==> src/ewr_pkg.sv <==
// Package with shared constants, types and helpers of the echo pulse width ranger.
`default_nettype none

package ewr_pkg;

  // Default width of the overflow counter.
  localparam int unsigned EwrOvfBits = 6;

  // Width of the configuration index and data fields.
  localparam int unsigned EwrCfgIdxW  = 8;
  localparam int unsigned EwrCfgDataW = 8;

  // Configuration register indexes.
  localparam logic [EwrCfgIdxW-1:0] EWR_REG_OFFSET = 8'd0;
  localparam logic [EwrCfgIdxW-1:0] EWR_REG_BAND   = 8'd1;

  // Reset values of the configuration registers.
  localparam logic [EwrCfgDataW-1:0] EWR_OFFSET_RST = 8'd20;
  localparam logic [EwrCfgDataW-1:0] EWR_BAND_RST   = 8'd6;

  // Request kinds.
  localparam logic EWR_KIND_TIMER = 1'b0;
  localparam logic EWR_KIND_READ  = 1'b1;

  // Divisor of the millimetre conversion; the multiplier is 170 = 17 * 10.
  localparam int unsigned EwrDivisor = 1000;

  // Number of radix-16 quotient digits for a product of (32 + ovf_bits + 8) bits.
  function automatic int unsigned ewr_ndig(int unsigned ovf_bits);
    return (ovf_bits + 32 + 8 + 3) / 4;
  endfunction

  // Commands from the controller to the datapath.
  typedef struct packed {
    logic ev_apply;    // apply a timer event to the capture state
    logic rd_zero;     // answer a read with nothing ready
    logic load_total;  // form overflows * 0xFFFFFFFF + count
    logic mul17;       // total * 17
    logic mul10;       // * 10, load the divider
    logic div_step;    // one radix-16 division step
    logic add_off;     // add offset and saturate
    logic diff;        // distance to the last reading and their sum
    logic smooth;      // pick the smoothed value and re-arm the capture
    logic load_out;    // move the result into the output register
  } ewr_cmd_t;

  // Status from the datapath to the controller.
  typedef struct packed {
    logic pulse_done;
    logic out_free;
  } ewr_status_t;

endpackage

`default_nettype wire

==> src/ewr_ctrl.sv <==
// Controller state machine that sequences timer events and distance reads.
`default_nettype none

module ewr_ctrl #(
  parameter int unsigned OVERFLOW_BITS = ewr_pkg::EwrOvfBits
) (
  input  wire                  clk_i,
  input  wire                  rst_ni,
  input  wire                  s_fire_i,
  input  wire                  s_kind_i,
  input  ewr_pkg::ewr_status_t status_i,
  output ewr_pkg::ewr_cmd_t    cmd_o,
  output logic                 s_ready_o
);
  import ewr_pkg::*;

  localparam int unsigned NDig = ewr_ndig(OVERFLOW_BITS);
  localparam int unsigned CntW = $clog2(NDig);

  localparam logic [3:0] ST_IDLE    = 4'd0;
  localparam logic [3:0] ST_MUL17   = 4'd1;
  localparam logic [3:0] ST_MUL10   = 4'd2;
  localparam logic [3:0] ST_DIV     = 4'd3;
  localparam logic [3:0] ST_OFFSET  = 4'd4;
  localparam logic [3:0] ST_DIFF    = 4'd5;
  localparam logic [3:0] ST_SMOOTH  = 4'd6;
  localparam logic [3:0] ST_DELIVER = 4'd7;

  logic [3:0]      state_q, state_d;
  logic [CntW-1:0] dig_q, dig_d;

  // Next state and commands.
  always_comb begin
    state_d = state_q;
    dig_d   = dig_q;
    cmd_o   = '0;
    s_ready_o = 1'b0;
    unique case (state_q)
      ST_IDLE: begin
        s_ready_o = 1'b1;
        if (s_fire_i) begin
          if (s_kind_i == EWR_KIND_TIMER) begin
            cmd_o.ev_apply = 1'b1;
          end else if (status_i.pulse_done) begin
            cmd_o.load_total = 1'b1;
            state_d = ST_MUL17;
          end else begin
            cmd_o.rd_zero = 1'b1;
            state_d = ST_DELIVER;
          end
        end
      end
      ST_MUL17: begin
        cmd_o.mul17 = 1'b1;
        state_d = ST_MUL10;
      end
      ST_MUL10: begin
        cmd_o.mul10 = 1'b1;
        dig_d = '0;
        state_d = ST_DIV;
      end
      ST_DIV: begin
        cmd_o.div_step = 1'b1;
        if (dig_q == CntW'(NDig - 1)) begin
          state_d = ST_OFFSET;
        end else begin
          dig_d = dig_q + 1'b1;
        end
      end
      ST_OFFSET: begin
        cmd_o.add_off = 1'b1;
        state_d = ST_DIFF;
      end
      ST_DIFF: begin
        cmd_o.diff = 1'b1;
        state_d = ST_SMOOTH;
      end
      ST_SMOOTH: begin
        cmd_o.smooth = 1'b1;
        state_d = ST_DELIVER;
      end
      ST_DELIVER: begin
        if (status_i.out_free) begin
          cmd_o.load_out = 1'b1;
          state_d = ST_IDLE;
        end
      end
      default: begin
        state_d = ST_IDLE;
      end
    endcase
  end

  // State registers.
  always_ff @(posedge clk_i or negedge rst_ni) begin
    if (!rst_ni) begin
      state_q <= ST_IDLE;
      dig_q   <= '0;
    end else begin
      state_q <= state_d;
      dig_q   <= dig_d;
    end
  end

endmodule

`default_nettype wire

==> src/ewr_dp.sv <==
// Datapath with capture state, conversion arithmetic, divider and output register.
`default_nettype none

module ewr_dp #(
  parameter int unsigned OVERFLOW_BITS = ewr_pkg::EwrOvfBits
) (
  input  wire                                  clk_i,
  input  wire                                  rst_ni,
  input  ewr_pkg::ewr_cmd_t                    cmd_i,
  output ewr_pkg::ewr_status_t                 status_o,
  input  wire                                  ev_ovf_i,
  input  wire                                  ev_cap_i,
  input  wire  [31:0]                          ev_count_i,
  input  wire                                  cfg_we_i,
  input  wire  [ewr_pkg::EwrCfgIdxW-1:0]       cfg_index_i,
  input  wire  [ewr_pkg::EwrCfgDataW-1:0]      cfg_data_i,
  output logic                                 out_valid_o,
  input  wire                                  out_ready_i,
  output logic [31:0]                          out_dist_o,
  output logic                                 out_rdy_o
);
  import ewr_pkg::*;

  localparam int unsigned TotW = 32 + OVERFLOW_BITS;
  localparam int unsigned P17W = TotW + 5;
  localparam int unsigned ProdW = TotW + 8;
  localparam int unsigned NDig = ewr_ndig(OVERFLOW_BITS);
  localparam int unsigned DivW = NDig * 4;
  localparam int unsigned RemW = 10;
  localparam int unsigned StepW = RemW + 4;

  // Configuration registers.
  logic [EwrCfgDataW-1:0] offset_q, band_q;

  always_ff @(posedge clk_i or negedge rst_ni) begin
    if (!rst_ni) begin
      offset_q <= EWR_OFFSET_RST;
      band_q   <= EWR_BAND_RST;
    end else if (cfg_we_i) begin
      unique case (cfg_index_i)
        EWR_REG_OFFSET: offset_q <= cfg_data_i;
        EWR_REG_BAND:   band_q   <= cfg_data_i;
        default: ;
      endcase
    end
  end

  // Capture state.
  logic                     done_q, done_d;
  logic                     start_q, start_d;
  logic [OVERFLOW_BITS-1:0] ovfc_q, ovfc_d;
  logic [31:0]              pcnt_q, pcnt_d;
  logic [31:0]              last_q, last_d;
  logic [31:0]              final_dist;

  always_comb begin
    done_d  = done_q;
    start_d = start_q;
    ovfc_d  = ovfc_q;
    pcnt_d  = pcnt_q;
    last_d  = last_q;
    if (cmd_i.ev_apply && !done_q) begin
      // An overflow is handled before a capture of the same event.
      if (ev_ovf_i && start_q) begin
        if (&ovfc_q) begin
          done_d = 1'b1;
          pcnt_d = '1;
        end else begin
          ovfc_d = ovfc_q + 1'b1;
        end
      end
      if (ev_cap_i) begin
        if (start_q) begin
          done_d = 1'b1;
          pcnt_d = ev_count_i;
        end else begin
          ovfc_d  = '0;
          pcnt_d  = '0;
          start_d = 1'b1;
        end
      end
    end
    if (cmd_i.smooth) begin
      // Commit the reading and re-arm the capture; the count is kept.
      last_d  = final_dist;
      done_d  = 1'b0;
      start_d = 1'b0;
      ovfc_d  = '0;
    end
  end

  always_ff @(posedge clk_i or negedge rst_ni) begin
    if (!rst_ni) begin
      done_q  <= 1'b0;
      start_q <= 1'b0;
      ovfc_q  <= '0;
      pcnt_q  <= '0;
      last_q  <= '0;
    end else begin
      done_q  <= done_d;
      start_q <= start_d;
      ovfc_q  <= ovfc_d;
      pcnt_q  <= pcnt_d;
      last_q  <= last_d;
    end
  end

  // Conversion: total * 17, then * 10, then radix-16 division by the divisor.
  logic [TotW-1:0]  total_q;
  logic [P17W-1:0]  p17_q;
  logic [ProdW-1:0] prod;
  logic [DivW-1:0]  div_q;
  logic [RemW-1:0]  rem_q;
  logic [StepW-1:0] step_r;
  logic [3:0]       digit;
  logic [DivW:0]    off_sum;
  logic [31:0]      dist_q;
  logic [31:0]      absdiff_q;
  logic [32:0]      pair_sum_q;
  logic [31:0]      res_dist_q;
  logic             res_rdy_q;

  assign prod = (ProdW'(p17_q) << 3) + (ProdW'(p17_q) << 1);
  assign step_r = {rem_q, div_q[DivW-1 -: 4]};

  // Quotient digit: the largest k with k * divisor not above the partial remainder.
  always_comb begin
    digit = '0;
    for (int k = 1; k < 16; k++) begin
      if (step_r >= StepW'(k * EwrDivisor)) begin
        digit = 4'(k);
      end
    end
  end

  assign off_sum = (DivW+1)'(div_q) + (DivW+1)'(offset_q);
  assign final_dist = (absdiff_q < 32'(band_q)) ? pair_sum_q[32:1] : dist_q;

  always_ff @(posedge clk_i) begin
    if (cmd_i.load_total) begin
      total_q <= TotW'({ovfc_q, 32'h0}) - TotW'(ovfc_q) + TotW'(pcnt_q);
    end
    if (cmd_i.mul17) begin
      p17_q <= (P17W'(total_q) << 4) + P17W'(total_q);
    end
    if (cmd_i.mul10) begin
      div_q <= DivW'(prod);
      rem_q <= '0;
    end else if (cmd_i.div_step) begin
      div_q <= {div_q[DivW-5:0], digit};
      rem_q <= RemW'(step_r - StepW'(digit * EwrDivisor));
    end
    if (cmd_i.add_off) begin
      // Saturate to 32 bits.
      dist_q <= (|off_sum[DivW:32]) ? '1 : off_sum[31:0];
    end
    if (cmd_i.diff) begin
      absdiff_q  <= (last_q >= dist_q) ? (last_q - dist_q) : (dist_q - last_q);
      pair_sum_q <= {1'b0, last_q} + {1'b0, dist_q};
    end
    if (cmd_i.smooth) begin
      res_dist_q <= final_dist;
      res_rdy_q  <= 1'b1;
    end else if (cmd_i.rd_zero) begin
      res_dist_q <= '0;
      res_rdy_q  <= 1'b0;
    end
  end

  // Output register.
  logic        out_valid_q;
  logic [31:0] out_dist_q;
  logic        out_rdy_q;

  always_ff @(posedge clk_i or negedge rst_ni) begin
    if (!rst_ni) begin
      out_valid_q <= 1'b0;
    end else if (cmd_i.load_out) begin
      out_valid_q <= 1'b1;
    end else if (out_ready_i) begin
      out_valid_q <= 1'b0;
    end
  end

  always_ff @(posedge clk_i) begin
    if (cmd_i.load_out) begin
      out_dist_q <= res_dist_q;
      out_rdy_q  <= res_rdy_q;
    end
  end

  assign out_valid_o = out_valid_q;
  assign out_dist_o  = out_dist_q;
  assign out_rdy_o   = out_rdy_q;

  assign status_o.pulse_done = done_q;
  assign status_o.out_free   = !out_valid_q || out_ready_i;

endmodule

`default_nettype wire

==> src/echo_pulse_width_ranger_top.sv <==
// Top level of the echo pulse width ranger: stream ports, controller and datapath.
`default_nettype none

// Measures an ultrasonic echo pulse by input capture. Timer event requests
// (tuser 0) update the capture state in the cycle they are accepted. A read
// request (tuser 1) returns one result: with no completed pulse it returns
// distance 0 with tuser 0; with a completed pulse it multiplies by 17 and
// by 10, the radix-16 divider divides by 1000 one digit per cycle, and it
// returns the smoothed distance in millimetres with tuser 1.
// The block accepts one request at a time; a timer event is taken while a
// result waits in the output register.
module echo_pulse_width_ranger_top #(
  parameter int unsigned OVERFLOW_BITS = ewr_pkg::EwrOvfBits
) (
  input  wire                             clk_i,
  input  wire                             rst_ni,
  // Request stream.
  input  wire                             s_axis_tvalid,
  output logic                            s_axis_tready,
  // tdata: [0] overflow_flag, [1] capture_flag, [33:2] capture_count, [39:34] zero
  input  wire  [39:0]                     s_axis_tdata,
  // tuser: [0] kind
  input  wire                             s_axis_tuser,
  // Result stream.
  output logic                            m_axis_tvalid,
  input  wire                             m_axis_tready,
  // tdata: [31:0] distance_mm
  output logic [31:0]                     m_axis_tdata,
  // tuser: [0] ready_res
  output logic                            m_axis_tuser,
  // Configuration write channel.
  input  wire                             cfg_valid_i,
  output logic                            cfg_ready_o,
  input  wire  [ewr_pkg::EwrCfgIdxW-1:0]  cfg_index_i,
  input  wire  [ewr_pkg::EwrCfgDataW-1:0] cfg_data_i
);
  import ewr_pkg::*;

  ewr_cmd_t    cmd;
  ewr_status_t status;
  logic        s_fire;

  assign s_fire      = s_axis_tvalid && s_axis_tready;
  assign cfg_ready_o = 1'b1;

  ewr_ctrl #(
    .OVERFLOW_BITS(OVERFLOW_BITS)
  ) u_ctrl (
    .clk_i    (clk_i),
    .rst_ni   (rst_ni),
    .s_fire_i (s_fire),
    .s_kind_i (s_axis_tuser),
    .status_i (status),
    .cmd_o    (cmd),
    .s_ready_o(s_axis_tready)
  );

  ewr_dp #(
    .OVERFLOW_BITS(OVERFLOW_BITS)
  ) u_dp (
    .clk_i      (clk_i),
    .rst_ni     (rst_ni),
    .cmd_i      (cmd),
    .status_o   (status),
    .ev_ovf_i   (s_axis_tdata[0]),
    .ev_cap_i   (s_axis_tdata[1]),
    .ev_count_i (s_axis_tdata[33:2]),
    .cfg_we_i   (cfg_valid_i && cfg_ready_o),
    .cfg_index_i(cfg_index_i),
    .cfg_data_i (cfg_data_i),
    .out_valid_o(m_axis_tvalid),
    .out_ready_i(m_axis_tready),
    .out_dist_o (m_axis_tdata),
    .out_rdy_o  (m_axis_tuser)
  );

  // A result that carries no converted pulse reads as distance zero.
  assert property (@(posedge clk_i) disable iff (!rst_ni)
    (m_axis_tvalid && !m_axis_tuser) |-> (m_axis_tdata == 32'h0))
    else $error("nothing-ready result with nonzero distance");

  // A read request holds off the next request in the following cycle.
  assert property (@(posedge clk_i) disable iff (!rst_ni)
    (s_fire && (s_axis_tuser == EWR_KIND_READ)) |=> !s_axis_tready)
    else $error("request accepted while a read is in progress");

  // A timer event never stalls the request stream.
  assert property (@(posedge clk_i) disable iff (!rst_ni)
    (s_fire && (s_axis_tuser == EWR_KIND_TIMER)) |=> s_axis_tready)
    else $error("timer event stalled the request stream");

endmodule

`default_nettype wire
==> config.mk <==
export PLATFORM = sky130hd
export DESIGN_NAME = echo_pulse_width_ranger_top
export DESIGN_NICKNAME = d
export VERILOG_FILES = /design/src/ewr_pkg.sv /design/src/ewr_ctrl.sv /design/src/ewr_dp.sv /design/src/echo_pulse_width_ranger_top.sv
export SDC_FILE = /design/constraint.sdc
export NUM_CORES = 1
export LEC_CHECK = 0
export ABC_CLOCK_PERIOD_IN_PS = 6400
export BUFFER_PORTS_ARGS = -buffer_cell sky130_fd_sc_hd__clkbuf_2
export CAP_MARGIN = 20
export CORE_MARGIN = 2
export CORE_UTILIZATION = 63
export CTS_CLUSTER_DIAMETER = 100
export DETAILED_ROUTE_END_ITERATION = 10
export GPL_ROUTABILITY_DRIVEN = 0
export PLACE_DENSITY_LB_ADDON = 0.15
export REMOVE_ABC_BUFFERS = 1
export SYNTH_ARGS = -nofsm -noshare
export SYNTH_HDL_FRONTEND = slang
export SYNTH_SLANG_ARGS = --single-unit
==> constraint.sdc <==
create_clock -name clk_i -period 6.4 [get_ports clk_i]
set_clock_uncertainty 0.15 [all_clocks]
set_input_delay 0.64 -clock clk_i [delete_from_list [all_inputs] [get_ports clk_i]]
set_output_delay 0.64 -clock clk_i [all_outputs]
set_load 0.005 [all_outputs]
* After elaboration in Yosys (flattened, before gate mapping)
Cells that the tools add are included.
Storage, ports and cells: flip-flop bits (word level) 399, bits of input ports 62, output and inout port bits 36, logic and storage cells 154
Operators by class: muxes and demuxes 65, multipliers 1, equal/unequal tests 14, add/sub/neg operators 11, magnitude comparators 17, reduce and logical (&&, ||, !) cells 24
Operator list (count):
- 2-to-1 mux 32 bit | 8
- >= comparator 14 bit (second input constant) | 7
- 2-to-1 mux 46 bit | 2
- subtractor 32 bit | 2
- >= comparator 14 x 13 -> 1 bit (second input constant) | 4
- 2-to-1 mux 4 bit | 13
- adder 48 x 8 -> 49 bit | 1
- adder 46 x 44 -> 46 bit | 1
- adder 42 x 38 -> 43 bit | 1
- adder 38 x 32 -> 38 bit | 1
- subtractor 38 x 6 -> 38 bit | 1
- 2-to-1 mux 6 bit | 6
- adder 32 x 32 -> 33 bit | 1
- >= comparator 32 bit | 1
- less-than comparator 32 x 8 -> 1 bit | 1
- case mux 4 bit (8 select lines) | 1
- >= comparator 14 x 12 -> 1 bit (second input constant) | 2
- 2-to-1 mux 1 bit | 24
- 2-to-1 mux 3 bit | 7
- OR reduction 17 bit | 1
- == test 4 x 3 -> 1 bit (second input constant) | 4
- nonzero test 2 bit | 8
- >= comparator 14 x 10 -> 1 bit (second input constant) | 1
- >= comparator 14 x 11 -> 1 bit (second input constant) | 1
- other kinds (21) | 33

* Longest topological paths before layout
Gate-level depths: netlist (run 1).
depth after elaboration 18, mapped depth 20, mapped depth without buffers 19

* Modules after synthesis
From an unflattened synthesis (run 1), not the netlist that was laid out.
Second synthesis, totals: cell total of the unflattened synthesis 2588, area, all modules 26192.6 µm²
By module, submodules not included:
- ewr_dp | cells each 2525, area an instance 25682.1 µm², sequential area each 11140.7 µm², instances 1
- ewr_ctrl | cells each 60, area an instance 493.0 µm², sequential area each 175.2 µm², instances 1
- echo_pulse_width_ranger_top | cells each 3, area an instance 17.5 µm², sequential area each 0.0 µm², instances 1

* Least setup slack after synthesis (run 1)
Ideal clock, no wire load.
path type register to register, start register u_dp.rem_q[5], end register u_dp.rem_q[9], cell stages (with the launch flop) 19, data arrival time 4.372 ns, period minus slack after synthesis 4.610 ns, required time 6.163 ns, setup slack 1.790 ns, buffers on the path 1, cell sequence dfxtp_1 clkbuf_1 nand2_1 o31ai_1 inv_1 nand2_1 nand2_1 a21boi_0 inv_1 ha_1 fa_1 fa_1 inv_1 ha_1 a21o_1 a21oi_1 xnor2_1 xnor2_1 o31ai_1
Between the ends: longest elaborated chain between the ends 18, elaborated cells between the ends (all ways) 32, those cells by class add/sub (1); mul (1); order compare (15); mux (15)
RTL lines:
- start: declaration | line ewr_dp.sv:113 | logic [RemW-1:0] rem_q;
- start signal: assignment | line ewr_dp.sv:151 | rem_q <= RemW'(step_r - StepW'(digit * EwrDivisor));
- >= comparator 14 x 10 -> 1 bit | line ewr_dp.sv:130 | if (step_r >= StepW'(k * EwrDivisor)) begin
- 2-to-1 mux 1 bit | line ewr_dp.sv:130
- 2-to-1 mux 2 bit (2 in a row) | line ewr_dp.sv:130
- 2-to-1 mux 3 bit (4 in a row) | line ewr_dp.sv:130
- 2-to-1 mux 4 bit (8 in a row) | line ewr_dp.sv:130
- multiplier 4 x 7 -> 7 bit | line ewr_dp.sv:151
- subtractor 10 bit (*) | line ewr_dp.sv:151
Every way passes the cells marked *; elsewhere a longest branch is shown, timed or not. A chain may end at the register's enable or synchronous reset.

* Worst setup path in the final report (run 1)
start register u_dp.rem_q[4], end register u_dp.rem_q[9]
Same word-level chain as after synthesis.

==> impl_metrics.env, run 1 <==
export IMPL_die_h_um=206.3
export IMPL_grt_start_max_net_pins=67
export IMPL_worstPathRequired_ns=6.72
export IMPL_synthMuxAreaShare_pct=2.329
export IMPL_postRouteAntennaNets=0
export IMPL_synth_seq_cells=397
export IMPL_via_per_inst=6.095
export IMPL_synth_edff_count=288
export IMPL_cp_cell_sequence="nand2_1 -> o31ai_1 -> inv_1 -> nand2_1 -> nand2_1 -> a21boi_0 -> inv_1 -> ha_1 -> fa_1 -> fa_1 -> inv_1 -> ha_1 -> a21o_1 -> a21oi_1 -> xnor2_1 -> xnor2_1 -> o31ai_1"
export IMPL_synth_most_common_cell="edfxtp_1"
export IMPL_start_kind="flip-flop"
export IMPL_grt_pass1_vias=19859
export IMPL_yosys_area_share_xor_xnor_pct=6.861
export IMPL_ys_async_sr_fraction_pct=24.18
export IMPL_syn_avg_cell_area_um2=9.684
export IMPL_clk_latency_ns=0.58
export IMPL_path_buf_inv=3
export IMPL_crit_type="reg -> reg"
export IMPL_setup_viol=0
export IMPL_start_util_pct=63.44
export IMPL_power_leakage_uw=0.01182
export IMPL_path_max_fanout=8
export IMPL_dieWidth_um=206.3
export IMPL_final_nets=2996
export IMPL_maxCapViolCount=0
export IMPL_fillers=3095
export IMPL_rows=74
export IMPL_synthFlopType="edfxtp_1"
export IMPL_cts_tree="done"
export IMPL_drtPass1Iterations=6
export IMPL_die_area_mm2=0.04257
export IMPL_crit_slowest_cell="a21boi_0"
export IMPL_period_needed_ns=5.470
export IMPL_powerDensity_mw_per_mm2=494.7
export IMPL_synth_commonest_cells="edfxtp_1, nor2_1, nand2_1"
export IMPL_synthDistinctLibCells=80
export IMPL_hpwl_um=44570
export IMPL_route_detailed_drc=0
export IMPL_ctsLongestPathBuffers=3
export IMPL_cts_max_level=2
export IMPL_grt_pass1_wl_um=96140
export IMPL_synth_area_leaders="edfxtp_1, ha_1, dfrtp_1, xnor2_1, a21oi_1"
export IMPL_synth_simple_area_share_pct=13.31
export IMPL_vias=19990
export IMPL_antenna_found_initial=0
export IMPL_wire_per_inst_um=17.97
export IMPL_antenna_cells=0
export IMPL_path_delay_family="compound AO/OA/AOI/OAI gates"
export IMPL_synth_top_family_by_area="compound AO/OA/AOI/OAI gates"
export IMPL_slew_limit_headroom_pct=35.73
export IMPL_yosysWarnings=0
export IMPL_outcome="finished, final reports clean"
export IMPL_clk_pin_slew_ns=0.06
export IMPL_cp_arrival_ns=5.79
export IMPL_ir_worst_vdd_uv=306.6
export IMPL_grtUsageTotal_pct=28.02
export IMPL_min_path_type="in -> reg"
export IMPL_drive_gt1_share_pct=7.969
export IMPL_cts_root_buffer="clkbuf_16"
export IMPL_wl_um=58950
export IMPL_hold_viol=0
export IMPL_synth_compound_area_share_pct=18.66
export IMPL_cpPeakStageDelay_ns=0.69
export IMPL_netlist_instances=2663
export IMPL_drv_slew=0
export IMPL_max_freq_mhz=182.8
export IMPL_grt_overflow=0
export IMPL_crit_path_end_kind="flip-flop"
export IMPL_synthAdderAreaFrac_pct=11.02
export IMPL_ioPinCount=98
export IMPL_rsz0062_at_grt="no"
export IMPL_synth_seq_area_share_pct=43.88
export IMPL_clock_sinks=397
export IMPL_area_growth_syn_to_layout_pct=9.170
export IMPL_fin_crit_sh_pct=85.47
export IMPL_fin_tns_setup_ns=0
export IMPL_first_iter_violations=1502
export IMPL_core_mm2=0.04065
export IMPL_worstMarginPinSlew_ns=0.9617
export IMPL_cts_buffers=43
export IMPL_postCtsSetupBuffers=0
export IMPL_port_buffers=90
export IMPL_p_total_uw=13930
export IMPL_synth_top_area_share_pct=33.54
export IMPL_synth_area_mm2=0.02579
export IMPL_synth_top_cell_by_area="edfxtp_1"
-- worst register-to-register path, delay by kind of cell, from the launching register on --
kind                       cells  cell delay, ns
AOI/OAI and AO/OA              5            1.85
xor gates and xnor gates       2            0.28
buffers and inverters          3            0.41
adders and majority gates      4            1.74
DFF                            1            0.54
and+or+nand+nor                3            0.41
-- sequential cells by signal, summed over array words and instances, names as in the netlist, 3 cells and up --
register / count
u_dp.p17_q: 43
u_dp.pcnt_q: 32
u_dp.rem_q: 10
u_dp.div_q: 48
u_ctrl.state_q: 3
u_dp.out_dist_o: 32
u_dp.dist_q: 32
u_dp.pair_sum_q: 32
u_dp.res_dist_q: 32
u_dp.ovfc_q: 6
u_dp.band_q: 8
u_dp.last_q: 32
u_dp.absdiff_q: 32
u_dp.total_q: 38
u_dp.offset_q: 8
u_ctrl.dig_q: 4
-- repair_timing --
action,4_1_cts,5_1_grt
resized for setup,0,0
endpoints found under the hold margin,32,0
hold buffers,1,0
setup endpoints to repair,0,0
-- final cells by class --
type / count / area [um^2] / area share, %
multi-input combinational: 2000 / 13540 / 48.09
sequential: 397 / 11320 / 40.20
clock buffer: 64 / 1237 / 4.396
tap: 532 / 665.6 / 2.364
inverter: 166 / 623.1 / 2.213
timing repair buffer: 106 / 595.6 / 2.116
clock inverter: 15 / 176.4 / 0.6267
-- through the flow --
| step | hold WS [ns] | instance area (um^2) | instances | setup WS [ns] | util (%) |
|---|---|---|---|---|---|
| 3_5_place_dp | 0.2545 | 26710 | 3199 | 1.145 | 65.71 |
| 3_3_place_gp | 0.2508 | 26690 | 3198 | 1.306 | 65.67 |
| 2_1_floorplan | 0.1944 | 25400 | 2563 | 1.667 | - |
| 6_report | 0.1585 | 28150 | 3280 | 0.9298 | 69.26 |
| 5_1_grt | 0.1483 | 28150 | 3280 | 0.5119 | 69.26 |
| 4_1_cts | 0.1351 | 28130 | 3279 | 1.050 | 69.21 |
-- cell families (layout without fill, tap and decap cells) --
group	Yosys count	in the layout
AOI/OAI and AO/OA	765	765
and+or+nand+nor	754	754
DFF	397	397
buffers and inverters	266	351
adders and majority gates	220	220
xor gates and xnor gates	202	202
muxes	58	58
other	1	1
-- placed cells by master (no fill, tap or decap), types with 21 or more instances in the layout --
cell	synthesis	routed
nand4_1	41	41
o21ai_0	135	134
clkbuf_2	0	89
xnor2_1	141	141
a21o_1	114	114
o21bai_1	43	43
nand2b_1	21	21
a21oi_1	213	213
inv_1	159	158
ha_1	208	208
nor2_1	242	239
clkbuf_16	0	45
nand3_1	60	59
nor2b_1	22	21
nor3_1	54	53
edfxtp_1	288	288
mux2i_1	42	42
a31oi_1	48	48
dfrtp_1	92	92
o21ai_1	52	51
xor2_1	61	61
nand2_1	232	231
-- power breakdown --
group | switching (uW) | total, uW | internal (uW)
Sequential | 742 | 4750 | 4010
Clock | 995 | 2490 | 1500
Combinational | 4000 | 6680 | 2680
-- worst paths after layout --
| path | cells past startpoint | to | slack (ns) | start |
|---|---|---|---|---|
| max | 17 | u_dp.rem_q[9]$_SDFFE_PP0P_ | 0.93 | u_dp.rem_q[4]$_SDFFE_PP0P_ |
| min | 3 | u_dp.pcnt_q[14]$_DFFE_PN0P_ | 0.16 | s_axis_tdata[16] |
| max reg2reg | 17 | u_dp.rem_q[9]$_SDFFE_PP0P_ | 0.93 | u_dp.rem_q[4]$_SDFFE_PP0P_ |
| min reg2reg | 0 | u_dp.out_dist_o[14]$_DFFE_PP_ | 0.27 | u_dp.res_dist_q[14]$_SDFFCE_PP0P_ |
| max in group asynchronous | 3 | u_dp.pcnt_q[23]$_DFFE_PN0P_ | 4.45 | rst_ni |
| min in group asynchronous | 2 | u_dp.last_q[1]$_DFFE_PN0N_ | 0.42 | rst_ni |
-- routing by layer --
metal,track usage [%],up-vias,wire length (um)
li1,-,9725,-
met2,51.74,653,30220
met5,0,-,0
met3,4.573,162,3016
met1,32.33,9450,23490
met4,10.87,0,2224
(Power assumes the default switching activity.)
==> inputs of run 2 (changes only) <==
--- a/config.mk
+++ b/config.mk
@@ -6,15 +6,16 @@
 export NUM_CORES = 1
 export LEC_CHECK = 0
 export ABC_CLOCK_PERIOD_IN_PS = 6400
-export BUFFER_PORTS_ARGS = -buffer_cell sky130_fd_sc_hd__clkbuf_2
 export CAP_MARGIN = 20
 export CORE_MARGIN = 2
-export CORE_UTILIZATION = 63
+export CORE_UTILIZATION = 65
 export CTS_CLUSTER_DIAMETER = 100
 export DETAILED_ROUTE_END_ITERATION = 10
+export DONT_BUFFER_PORTS = 1
 export GPL_ROUTABILITY_DRIVEN = 0
 export PLACE_DENSITY_LB_ADDON = 0.15
 export REMOVE_ABC_BUFFERS = 1
+export SLEW_MARGIN = 20
 export SYNTH_ARGS = -nofsm -noshare
 export SYNTH_HDL_FRONTEND = slang
 export SYNTH_SLANG_ARGS = --single-unit
==> impl_metrics.env, run 2 (synthesized netlist as in run 1, its figures left out) <==
export IMPL_period_needed_ns=5.279
export IMPL_cts_tree="done"
export IMPL_grt_start_max_net_pins=97
export IMPL_core_mm2=0.03892
export IMPL_top_regs="u_dp.div_q x48, u_dp.p17_q x43, u_dp.total_q x38"
export IMPL_crit_path_end_kind="flip-flop"
export IMPL_hold_end="u_dp.pcnt_q[8]$_DFFE_PN0P_"
export IMPL_clk_latency_ns=0.58
export IMPL_pwr_share_clk_pct=19.0
export IMPL_fillers=2851
export IMPL_r2r_slack_ns=1.12
export IMPL_postRouteAntennaNets=0
export IMPL_die_h_um=203.2
export IMPL_dieWidth_um=203.2
export IMPL_cts_max_level=2
export IMPL_cpPeakStageDelay_ns=0.74
export IMPL_crit_type="reg -> reg"
export IMPL_setup_viol=0
export IMPL_grt_pass1_vias=19486
export IMPL_wl_um=58130
export IMPL_worstPathRequired_ns=6.72
export IMPL_fin_ws_ns=1.121
export IMPL_slew_limit_headroom_pct=33.05
export IMPL_final_nets=2904
export IMPL_vias=19744
export IMPL_fin_tns_setup_ns=0
export IMPL_register_area_mm2=0.01132
export IMPL_grtUsageTotal_pct=28.46
export IMPL_layout_commonest_cell="edfxtp_1"
export IMPL_via_per_inst=6.221
export IMPL_maxCapViolCount=0
export IMPL_largest_reg_flops=48
export IMPL_fin_crit_sh_pct=82.49
export IMPL_largest_register="u_dp.div_q"
export IMPL_reg2reg_from="u_dp.rem_q[7]$_SDFFE_PP0P_"
export IMPL_crit_slowest_cell="a21boi_0"
export IMPL_power_leakage_uw=0.01152
export IMPL_grt_overflow=0
export IMPL_postCtsSetupBuffers=0
export IMPL_ioPinCount=98
export IMPL_pre_cts_ws_ns=1.181
export IMPL_grt_pass1_wl_um=95300
export IMPL_start_kind="flip-flop"
export IMPL_die_area_mm2=0.04128
export IMPL_path_max_fanout=14
export IMPL_p_comb_share_pct=46.9
export IMPL_p_seq_share_pct=34.1
export IMPL_route_detailed_drc=0
export IMPL_clk_pin_slew_ns=0.06
export IMPL_hold_viol=0
export IMPL_cp_arrival_ns=5.60
export IMPL_hp_start="s_axis_tdata[1]"
export IMPL_rsz0062_at_grt="no"
export IMPL_wire_per_inst_um=18.31
export IMPL_multiInputGateArea_mm2=0.01354
export IMPL_clock_sinks=397
export IMPL_drtPass1Iterations=6
export IMPL_start_util_pct=66.26
export IMPL_switching_power_uw=5720
export IMPL_area_growth_syn_to_layout_pct=7.846
export IMPL_ir_worst_vdd_uv=292.1
export IMPL_power_internal_uw=8306
export IMPL_drv_slew=0
export IMPL_hpwl_um=43050
export IMPL_layout_common_cells="edfxtp_1, nor2_1, nand2_1"
export IMPL_cts_root_buffer="clkbuf_16"
export IMPL_hold_path_depth=1
export IMPL_worstMarginPinSlew_ns=1.004
export IMPL_port_buffers=0
export IMPL_cp_cell_sequence="nand2_1 -> o31ai_1 -> inv_1 -> nand2_1 -> nand2_1 -> a21boi_0 -> inv_1 -> ha_1 -> fa_1 -> fa_1 -> inv_1 -> ha_1 -> a21o_1 -> a21oi_1 -> xnor2_1 -> xnor2_1 -> o31ai_1"
export IMPL_rows=72
export IMPL_outcome="finished, final reports clean"
export IMPL_drive_gt1_share_pct=5.083
export IMPL_max_freq_mhz=189.4
export IMPL_cts_buffers=42
export IMPL_cts_resized_gates=0
export IMPL_swShare_pct=40.78
export IMPL_ctsLongestPathBuffers=3
export IMPL_antenna_found_initial=0
export IMPL_ff2ff_path_depth=17
export IMPL_powerDensity_mw_per_mm2=504.3
export IMPL_antenna_cells=0
export IMPL_worst_r2r_endpoint="u_dp.rem_q[9]$_SDFFE_PP0P_"
export IMPL_min_path_type="in -> reg"
export IMPL_first_iter_violations=1866
==> run 2: worst max path at each step <==
stage	to	startpoint
after floorplan	u_dp.res_dist_q[0]$_SDFFCE_PP0P_	u_ctrl.state_q[0]$_DFFE_PN0P_
after global placement	u_dp.rem_q[9]$_SDFFE_PP0P_	u_dp.rem_q[5]$_SDFFE_PP0P_
after detailed placement	u_dp.rem_q[9]$_SDFFE_PP0P_	u_dp.rem_q[7]$_SDFFE_PP0P_
after CTS	u_dp.rem_q[9]$_SDFFE_PP0P_	u_dp.rem_q[7]$_SDFFE_PP0P_
after global routing	u_dp.rem_q[9]$_SDFFE_PP0P_	u_dp.rem_q[7]$_SDFFE_PP0P_
final	u_dp.rem_q[9]$_SDFFE_PP0P_	u_dp.rem_q[7]$_SDFFE_PP0P_
==> run 2: worst max-delay path: cells and delay by family (launching register included) <==
kind	cells	cell delay, ns
fa+ha+maj	4	1.73
compound gates	5	1.73
flops	1	0.59
buf+inv	3	0.42
simple gates	3	0.32
xor+xnor	2	0.25
==> run 2: through the flow <==
step	instance area [um^2]	util, %	power (uW)	instances	hold WS, ns
2_1_floorplan	25400	-	9573	2563	0.1944
3_3_place_gp	26200	67.32	10950	3091	0.1976
3_5_place_dp	26200	67.32	11200	3091	0.1973
4_1_cts	27780	71.38	13980	3172	0.005599
5_1_grt	27810	71.46	15010	3174	0.01953
6_report	27810	71.46	14030	3174	0.02819
==> run 2: area by class of cell <==
cell class / count / area share, %
Clock buffer: 55 / 4.400
Tap cell: 518 / 2.331
Sequential cell: 397 / 40.69
Multi-Input combinational cell: 2000 / 48.68
Timing Repair Buffer: 15 / 0.5534
Clock inverter: 23 / 1.107
Inverter: 166 / 2.241
==> run 2: repair_timing <==
action / in CTS / in global routing
hold buffers: 3 / 0
endpoints found under the setup margin: 0 / 0
hold endpoints to repair: 116 / 0
==> run 2: metal layers <==
| metal | global-route usage, % | routed length, um | vias up |
|---|---|---|---|
| met5 | 0 | 0 | - |
| met4 | 14.03 | 2856 | 0 |
| met3 | 3.260 | 2940 | 192 |
| met2 | 50.90 | 28970 | 710 |
| met1 | 34.12 | 23360 | 9291 |
| li1 | - | - | 9551 |
==> run 2: power by group through the flow <==
stage	Combinational [uW]	Sequential, uW	Clock [uW]
CTS	6500	4770	2710
detailed placement	6400	4800	0
finish	6580	4780	2670
global route	7320	4880	2810
global placement	6190	4760	0
floorplan	5000	4570	0
